**config.mk**
```make
export PLATFORM = sky130hd
export DESIGN_NAME = rmq_div_cell
export DESIGN_NICKNAME = d
export VERILOG_FILES = /design/src/design/rmq_div_cell.sv
export SDC_FILE = /design/constraint.sdc
export NUM_CORES = 1
export LEC_CHECK = 0
export BUFFER_PORTS_ARGS = -buffer_cell sky130_fd_sc_hd__buf_2
export CAP_MARGIN = 20
export CORE_ASPECT_RATIO = 0.9
export CORE_MARGIN = 3
export CORE_UTILIZATION = 30
export CTS_CLUSTER_DIAMETER = 30
export DETAILED_ROUTE_END_ITERATION = 8
export GPL_TIMING_DRIVEN = 0
export PLACE_DENSITY = 0.56
export SLEW_MARGIN = 20
export SYNTH_ARGS = -nofsm -noshare
export SYNTH_HDL_FRONTEND = slang
export SYNTH_SLANG_ARGS = --single-unit
export TNS_END_PERCENT = 5
```
**constraint.sdc**
```tcl
create_clock -name clk_i -period 1.75 [get_ports clk_i]
set_input_delay 0.175 -clock clk_i [delete_from_list [all_inputs] [get_ports clk_i]]
set_output_delay 0.175 -clock clk_i [all_outputs]
set_load 0.02 [all_outputs]
```
**src/design/rmq_div_cell.sv**
```systemverilog
// One cell of the divider chain: resolves one quotient bit for each of three lanes.
`default_nettype none
module rmq_div_cell #(
  parameter int RW = 17,
  parameter int QW = 30,
  parameter int SW = 5
) (
  input  wire logic          clk_i,
  input  wire logic          rst_ni,
  input  wire logic          en_i,
  input  wire logic          valid_i,
  input  wire logic [RW-1:0] root_i,
  input  wire logic [RW+1:0] rem_i [3],
  input  wire logic [QW-1:0] acc_i [3],
  input  wire logic [SW-1:0] side_i,
  output logic               valid_o,
  output logic [RW-1:0]      root_o,
  output logic [RW+1:0]      rem_o [3],
  output logic [QW-1:0]      acc_o [3],
  output logic [SW-1:0]      side_o
);
  logic [RW+1:0] dvs;
  logic [RW+1:0] cur  [3];
  logic          take [3];

  always_comb begin
    dvs = {1'b0, root_i, 1'b0};
    for (int l = 0; l < 3; l++) begin
      cur[l]  = {rem_i[l][RW:0], acc_i[l][QW-1]};
      take[l] = (cur[l] >= dvs);
    end
  end

  always_ff @(posedge clk_i or negedge rst_ni) begin
    if (!rst_ni) begin
      valid_o <= 1'b0;
    end else if (en_i) begin
      valid_o <= valid_i;
    end
  end

  always_ff @(posedge clk_i) begin
    if (en_i) begin
      root_o <= root_i;
      side_o <= side_i;
      for (int l = 0; l < 3; l++) begin
        rem_o[l] <= take[l] ? (cur[l] - dvs) : cur[l];
        acc_o[l] <= {acc_i[l][QW-2:0], take[l]};
      end
    end
  end
endmodule
`default_nettype wire

```
==> flow_summary_export.csv <==
group,metric,value,unit
run_status,outcome,"finished with violations",
run_status,violations,"negative hold slack, negative setup slack",
power_and_ir_drop,power_density,927.0,nW/um^2
floorplan,io_pins,343,
synthesis,synth_warnings,0,
routing,wirelength,29880,microns
synthesis,synth_edf_count,169,
floorplan,die_y,166.3,microns
power_and_ir_drop,p_leak,5.741,nW
synthesis,async_reset_ff_frac,0.005882,
sta,max_freq,460.2,MHz
grt,grt_pass1_vias,7478,
power_and_ir_drop,p_sw_frac,0.3216,
clock_tree,cts_buffers,17,
grt,grt_first_pass_wirelength,43880,microns
setup_path,cp.arrival,2.36,ns
clock_tree,cts_buffer_depth,2,
layout,diodes,0,
layout,fill_cells,2512,
clock_tree,worstSkewPairLatency,0.43,ns
setup_path,crit_fanout,6,
setup_path,cp_slowest_stage_delay,0.38,ns
sta,slew_headroom,0.5312,
floorplan,die_area,30630,sq um
routing,vias_per_cell,4.829,
layout,syn2layout_area_growth,58.81,%
sta,finalWorstSetupSlack,-0.4230,ns
setup_path,worstSetupStartpointType,"input pin",
layout,final_util,0.4858,
sta,period_share,1.242,
placed_design,portBuffers,339,
floorplan,initial_core_util,0.3059,
synthesis,synth_area,8569,sq um
synthesis,synth-seq-area-share,0.5951,
setup_path,cp_top_family,"compound AO/OA/AOI/OAI gates",
routing,wl_per_cell,19.54,microns
routing,drtPass1Iterations,5,
layout,postLayoutCellArea,13610,sq um
job,max_cap_viol_count,0,
setup_path,critPathBufInv,4,
placed_design,dpl_cell_area,10800,sq um
synthesis,synthFlopType,"edfxtp_1",
placed_design,place_congestion,0.8909,
layout,ff_latch_area,5100,sq um
setup_path,critPathKind,"in2reg",
routing,drc,0,
sta,setup_viol,57,
routing,via_count,7383,
setup_path,end_kind,"flip-flop",
layout,finalNetCount,1383,
grt,grt_overflow,0,
sta,finalMaxSlewViolations,0,
power_and_ir_drop,pwr-share-seq,0.404,
setup_path,worst_ep_required_time,1.93,ns
sta,hold-worst-slack,-0.02990,ns
hold_path,hold_class,"in2reg",
setup_path,critical_path.slowest_cell,"ha_4",
sta,worst_pin_slew,0.7032,ns
power_and_ir_drop,clkPwrFrac,0.321,
clock_tree,htreeDepth,4,
sta,fin_skew,0,ns
floorplan,num_rows,58,
sta,period_needed,2.173,ns
placed_design,dp_hpwl,20900,microns
synthesis,yosysUniqueCellTypes,66,
floorplan,coreArea,28010,sq um
clock_tree,cts_num_sinks,170,
grt,grt_max_degree,89,
clock_tree,cts_hold_buf,112,
routing,drt_iter0_drc,373,
grt,grt.total_usage,0.1888,
sta,fin_setup_tns,-17.51,ns
sta,hold_violations,1,
power_and_ir_drop,totalPowerFinal,0.01262,W
power_and_ir_drop,p_int,0.008558,W
clock_tree,cts_tree,"built",
power_and_ir_drop,power_switching,0.004057,W
setup_path,worstPathCellList,"buf_8, clkinvlp_4, ha_4, nand4_1, a211oi_4, o211ai_1, a21o_1, and2_4, buf_12, buf_12, mux2_4",
clock_tree,clkTransAtPathRegs,0.08,ns
grt,antenna_found_initial,5,
synthesis,synth_nets,872,
routing,ant_nets,0,
power_and_ir_drop,ir_drop,707.6,uV
layout,multi_input_area,3785,sq um
floorplan,fp.dieW,184.2,microns
layout,drive_gt1_frac,0.4517,
synthesis,netlist_instances,645,
synthesis,syn-mean-instance-area,13.29,sq um
clock_tree,root_buffer,"clkbuf_16",
synthesis,ys_ff_latch,170,
power_and_ir_drop,combPwrFrac,0.274,
sta,rsz0062_at_grt,"true",
setup_path,cp_common_cell,"buf_12",
==> registers in the layout (all words and copies together), names as in the netlist <==
name / count
root_o: 17
acc_o: 90
rem_o: 57
side_o: 5
valid_o: 1
==> layout make-up <==
type	instances	share of cell area
clock buffers	17	0.03126
well taps	360	0.03310
plain buffers	9	0.007355
clock inverters	15	0.01554
multi-input cells	422	0.2781
inverters	43	0.01526
repair buffers	493	0.2446
flip-flops and latches	170	0.3747
==> layout by cell type, fill, tap and decap left out, types with 14 or more instances in the layout <==
cell type,count
buf_2,332
edfxtp_1,169
dlygate4sd3_1,112
a21oi_1,40
nor2_1,32
inv_1,31
nand2_1,30
buf_4,30
ha_1,26
mux2_4,24
ha_4,23
o21ai_0,21
xnor2_1,20
a21o_1,17
clkbuf_16,17
buf_6,14
==> metal layers <==
layer  global-route usage  vias up  wire length, microns
met3              0.05650       44                  2189
li1                     -     3529                     -
met2               0.3210      273                 14520
met4              0.05324        8                   679
met1               0.2325     3529                 12440
met5                    0        -                    46
==> synthesized netlist by cell type, types with 5 or more instances <==
library cell	n	area share
nand2_1	30	0.013
mux2i_1	7	0.0082
nor2_1	32	0.014
xor2_1	11	0.011
nor3_1	14	0.0082
nand2b_1	5	0.0037
o211ai_1	5	0.0044
a21o_1	17	0.015
inv_1	42	0.018
nand3_1	16	0.0093
o21ai_0	23	0.013
and3_1	5	0.0037
o21a_1	11	0.0096
a21oi_1	46	0.027
mux2_2	12	0.016
edfxtp_1	169	0.59
nand4_1	6	0.0044
o31ai_1	5	0.0044
mux2_4	11	0.019
ha_1	51	0.074
a211oi_1	6	0.0053
nand3b_1	5	0.0044
xnor2_1	20	0.020
nor2b_1	5	0.0037
mux2_1	10	0.013
buf_2	6	0.0035
==> worst paths after layout <==
check	startpoint	to	slack, ns	cells past startpoint
setup reg to reg	valid_o	valid_o	1.01	1
min in group asynchronous	rst_ni	valid_o	0.04	2
hold / removal	root_i[0]	root_o[0]	-0.03	1
max in group asynchronous	rst_ni	valid_o	1.62	2
hold reg to reg	valid_o	valid_o	0.51	1
setup / recovery	root_i[4]	rem_o[35]	-0.42	11
==> power groups by stage <==
| stage | clock network (W) | registers (W) | logic (W) |
|---|---|---|---|
| 2_1_floorplan | 0 | 0.00576 | 0.00117 |
| 3_3_place_gp | 0 | 0.00520 | 0.00278 |
| 3_5_place_dp | 0 | 0.00518 | 0.00280 |
| 4_1_cts | 0.00422 | 0.00510 | 0.00330 |
| 5_1_grt | 0.00433 | 0.00514 | 0.00373 |
| 6_report | 0.00405 | 0.00510 | 0.00346 |
==> what timing repair did <==
item                                    4_1_cts  5_1_grt
endpoints found under the setup margin       57       57
resized for setup                            80       59
buffers inserted                             24       15
gates cloned                                  2        0
pin swaps                                    18       31
endpoints found under the hold margin       113        1
==> through the flow <==
step / cells / setup WS, ns
2_1_floorplan: 645 / -0.6853
6_report: 1529 / -0.4230
3_5_place_dp: 1345 / -1.311
3_3_place_gp: 1344 / -1.902
4_1_cts: 1515 / -0.4319
5_1_grt: 1529 / -0.4601
==> logic make-up (layout without fill, tap and decap cells) <==
family | Yosys count | count (layout) | share of synthesized area
and+or+nand+nor | 133 | 133 | 0.07783
xor gates and xnor gates | 31 | 31 | 0.03168
DFF | 170 | 170 | 0.5951
muxes | 40 | 40 | 0.05636
buffers and inverters | 53 | 577 | 0.02672
AOI/OAI and AO/OA | 164 | 164 | 0.1308
adders and majority gates | 54 | 54 | 0.08147
Note: power is estimated with default switching activity, not from simulation.
