File: src/design/rmq_sqrt_cell.sv
// One cell of the square root chain: resolves one root bit per cycle while enabled.
`default_nettype none
module rmq_sqrt_cell #(
  parameter int RW = 17,
  parameter int SW = 53
) (
  input  wire logic            clk_i,
  input  wire logic            rst_ni,
  input  wire logic            en_i,
  input  wire logic            valid_i,
  input  wire logic [2*RW-1:0] rad_i,
  input  wire logic [RW+1:0]   rem_i,
  input  wire logic [RW-1:0]   root_i,
  input  wire logic [SW-1:0]   side_i,
  output logic                 valid_o,
  output logic [2*RW-1:0]      rad_o,
  output logic [RW+1:0]        rem_o,
  output logic [RW-1:0]        root_o,
  output logic [SW-1:0]        side_o
);
  logic [RW+1:0] cur, trial;
  logic          take;

  always_comb begin
    cur   = {rem_i[RW-1:0], rad_i[2*RW-1 -: 2]};
    trial = {root_i, 2'b01};
    take  = (cur >= trial);
  end

  always_ff @(posedge clk_i or negedge rst_ni) begin
    if (!rst_ni) begin
      valid_o <= 1'b0;
    end else if (en_i) begin
      valid_o <= valid_i;
    end
  end

  always_ff @(posedge clk_i) begin
    if (en_i) begin
      rad_o  <= {rad_i[2*RW-3:0], 2'b00};
      rem_o  <= take ? (cur - trial) : cur;
      root_o <= {root_i[RW-2:0], take};
      side_o <= side_i;
    end
  end
endmodule
`default_nettype wire

File: config.mk
export PLATFORM = sky130hd
export DESIGN_NAME = rmq_sqrt_cell
export DESIGN_NICKNAME = d
export VERILOG_FILES = /design/src/design/rmq_sqrt_cell.sv
export SDC_FILE = /design/constraint.sdc
export NUM_CORES = 1
export LEC_CHECK = 0
export ABC_CLOCK_PERIOD_IN_PS = 1100
export CAP_MARGIN = 20
export CORE_UTILIZATION = 40
export CTS_CLUSTER_SIZE = 10
export DETAILED_ROUTE_END_ITERATION = 10
export DONT_BUFFER_PORTS = 1
export GPL_ROUTABILITY_DRIVEN = 0
export PLACE_DENSITY = 0.59
export SLEW_MARGIN = 10
export SYNTH_ARGS = -nofsm -noshare
export SYNTH_HDL_FRONTEND = slang
export SYNTH_SLANG_ARGS = --single-unit
File: constraint.sdc
create_clock -name clk_i -period 1.1 [get_ports clk_i]
set_clock_uncertainty 0.05 [all_clocks]
set_input_delay 0.165 -clock clk_i [delete_from_list [all_inputs] [get_ports clk_i]]
set_output_delay 0.165 -clock clk_i [all_outputs]
set_load 0.02 [all_outputs]
==> results of run 1 <==
metrics by stage:
stage | instance area [µm²] | utilization | std cells | hold slack [ps] | TNS (ps)
after global placement | 5830 | 0.462 | 538 | -181 | -22890
after floorplan | 5270 | - | 318 | -181 | -21250
after detailed placement | 5830 | 0.462 | 538 | -181 | -23290
kinds of logic after synthesis:
logic type | count (synthesis)
xor+xnor | 13
buf+inv | 35
other cells | 1
simple gates | 42
flops | 122
compound gates | 65
mux | 20
fa+ha+maj | 19
cells in the mapped netlist, drive strengths merged, types with 6 or more instances:
master	count
mux2	15
a21oi	15
inv	23
ha	19
xnor2	10
o21ai	11
edfxtp	121
nor2	10
nand2	11
o21a	6
buf	10
o211ai	6
==> results.yml, run 1 <==
run_status:
  outcome: "stopped before the end"
  lastStage: "clock tree synthesis (4_1_cts)"
  toolErrorMsg: "[ERROR RSZ-0060] Max buffer count reached."
clocking:
  cts_sinks: 122
  numCtsBuffers: 17
  cts.repair.resized: 39
  postCtsSetupBuffers: 5
  holdBufCountCts: 116
  cts_buffer_depth: 2
  htreeDepth: 4
  cts_root_buf: "clkbuf_16"
synth:
  synth_compound_area_frac: 0.0961
  yosys-top-cells-area: "edfxtp_1, ha_1, mux2_2, xnor2_1, inv_1"
  ys_seq_area_frac: 0.708
  synth_top_family_by_area: "compound AO/OA/AOI/OAI gates"
  synth_top_area_share: 0.703
  async_flop_share: 0.00820
  syn_area_per_cell_um2: 16.3
  synth_fa_ha_area_frac: 0.0460
  synth_warnings: 0
  yosys-mux-area-fraction: 0.0460
  syn-cell-area_um2: 5170
  synth.distinct_cells: 54
  synth_top_area_cell: "edfxtp_1"
  synth_xor_xnor_area_share: 0.0220
  ys_ff_latch: 122
  synthesis.instances: 317
  yosys.area_share.simple: 0.0433
  synth_flop_cell: "edfxtp_1"
  synth_edf_count: 121
floorplan:
  ios: 251
  die_h_um: 116
  die_x_um: 116
  row_count: 41
  start_util: 0.410
place:
  dp_hpwl_mm: 8.52
  dp_slack_ps: -1200
  port_buffers: 0
==> run 2, diff against run 1 <==
CORE_UTILIZATION = 25   (was 40)
CTS_CLUSTER_SIZE = default   (was 10)
PLACE_DENSITY = default   (was 0.59)
PLACE_DENSITY_LB_ADDON = 0.15   (was default)
==> results.yml, run 2 <==
clocking:
  htreeDepth: 4
  clk_latency_ps: 400
  cts_sinks: 122
  holdBufCountCts: 121
  cts_buffer_depth: 2
  cts_root_buf: "clkbuf_16"
  path_clk_slew_ps: 60
  numCtsBuffers: 17
  cts_tree: "built"
floorplan:
  die_h_um: 146
  die_x_um: 146
  row_count: 52
  dieArea_um2: 21300
  core_region_area_um2: 20200
  ios: 251
  start_util: 0.256
synth:
  synth_edf_count: 121
  syn_area_per_cell_um2: 16.3
  synth_flop_cell: "edfxtp_1"
  synth.distinct_cells: 54
  async_flop_share: 0.00820
  synth_commonest_cells: "edfxtp_1, inv_1, ha_1, a21oi_1, nand2_1"
  yosys-top-cells-area: "edfxtp_1, ha_1, mux2_2, xnor2_1, inv_1"
  synth_top_area_share: 0.703
  syn-cell-area_um2: 5170
  yosysMostFrequentCell: "edfxtp_1"
  synth_warnings: 0
  ys_ff_latch: 122
  synthesis.instances: 317
  ys_seq_area_frac: 0.708
  synth_top_area_cell: "edfxtp_1"
routing:
  vias_per_cell: 4.30
  drt-initial-drc-count: 112
  drc: 0
  antenna_left: 0
  drt-total-wl_mm: 14.3
  vias: 3462
  wire_per_inst_um: 17.8
  dr.pass1.iters: 4
finish:
  reg_top3: "side_o x53, rad_o x32, rem_o x19"
  fillers: 1940
  n_antenna_cell: 0
  multi_input_area_um2: 1620
  nNetsFinal: 668
  area.sequential_um2: 3660
  fin_cells: 805
  top_register: "side_o"
  drive_above_1_share: 0.318
  syn2layout_area_growth_pct: 57.7
  stdcell_area_um2: 8150
  final_cell_mix: "dlygate4sd3_1, edfxtp_1, buf_4"
  largest_reg_flops: 53
setup_path:
  timing.critical_path.required_ps: 1210
  path_common_cell: "buf_6"
  path_class: "in -> reg"
  r2r_slack_ps: 290
  crit_chain: "inv_8 -> ha_4 -> and4_4 -> buf_6 -> o2111ai_4 -> o21ai_2 -> a221o_1 -> buf_6 -> mux2_4"
  critPathLaunchType: "input port"
  critical_path.slowest_cell: "mux2_4"
  worstSetupEndpointType: "flop"
  path_max_fanout: 6
  critPathArrivalTime_ps: 1920
  critPathMaxStageDelay_ps: 310
power:
  p_int_mw: 10.4
  swShare: 0.261
  seqPwrFrac: 0.451
  pwr-share-clk: 0.415
  p_per_area_nw_per_um2: 1720
  combPwrFrac: 0.134
  p_leak_nw: 3.09
  p_switching_mw: 3.67
  ir_drop_mv: 0.893
timing:
  setup_viol: 90
  hold_viol_final: 107
  period_needed_ps: 1810
  holdWs_ps: -177
  drv_slew: 0
  fin_tns_setup_ps: -14310
  finalCritPeriodShare: 1.65
  max_freq_mhz: 552
  fin_ws_ps: -711
  rsz0062_at_grt: "yes"
run_status:
  outcome: "complete, but fails checks"
  violations: "negative hold slack, negative setup slack"
global_route:
  track_usage: 0.137
  grt_max_degree: 123
  gr-total-overflow: 0
  antenna_found_initial: 0
  grt_pass1_vias: 3799
  grt_pass1_wl_mm: 21.7
run:
  cap_violations: 0
place:
  dp_slack_ps: -1340
  port_buffers: 0
  numPlacedInstances: 643
  placed_area_um2: 5990
  dp_hpwl_mm: 9.74
worst_hold_path:
  hp-class: "in -> reg"
run 2: cell counts after synthesis:
Identical to the previous run, type by type.
run 2: power by group through the flow:
stage	logic, mW	clock network [mW]	registers (mW)
floorplan	0.836	0	6.35
global placement	1.28	0	6.46
detailed placement	1.28	0	6.44
CTS	1.84	6.05	6.35
global route	2.04	6.21	6.37
finish	1.88	5.84	6.34
run 2: final timing paths:
kind / cells past startpoint / from / to
hold reg to reg: 1 / valid_o / valid_o
setup reg to reg: 1 / valid_o / valid_o
setup / recovery: 9 / root_i[8] / rem_o[7]
max in group asynchronous: 2 / rst_ni / valid_o
min in group asynchronous: 2 / rst_ni / valid_o
hold / removal: 0 / en_i / root_o[9]
run 2: per-layer routing:
metal / track usage / share of wire
met4: 0.0458 / 0.012
met2: 0.241 / 0.52
met5: 0 / 0
met1: 0.152 / 0.40
met3: 0.0492 / 0.074
run 2: cells by family after synthesis:
group	after synthesis	share of synthesized area
buffers and inverters	35	0.0382
AOI/OAI and AO/OA	65	0.0961
DFF	122	0.708
and+or+nand+nor	42	0.0433
other	1	0.000725
xor gates and xnor gates	13	0.0220
adders and majority gates	19	0.0460
muxes	20	0.0460
run 2: metrics by stage:
step                      total power, mW  hold slack (ps)  utilization
after floorplan                      7.19             -181            -
after global placement               7.74             -181        0.296
after detailed placement             7.72             -180        0.296
after CTS                            14.2             -202        0.399
after global routing                 14.6             -215        0.403
final                                14.1             -177        0.403
run 2: worst max-delay path, delay by kind of cell:
| kind | cells | cell delay (ps) |
|---|---|---|
| AOI/OAI and AO/OA | 3 | 570 |
| adders and majority gates | 1 | 290 |
| buffers and inverters | 3 | 300 |
| muxes | 1 | 310 |
| and+or+nand+nor | 1 | 270 |
run 2: repair_timing:
item,in CTS,in global routing
endpoints found under the setup margin,142,142
pin swaps,23,12
cloned,0,0
gates resized for setup,49,15
buffers inserted,7,4
hold endpoints to repair,241,122
run 2: area by class of cell:
class,count,share of cell area
sequential,122,0.449
clock buffer,17,0.0522
multi-input combinational,161,0.198
inverter,23,0.0140
clock inverter,15,0.0232
timing repair buffer,197,0.222
tap,270,0.0414
Note: power is estimated with default switching activity, not from simulation.
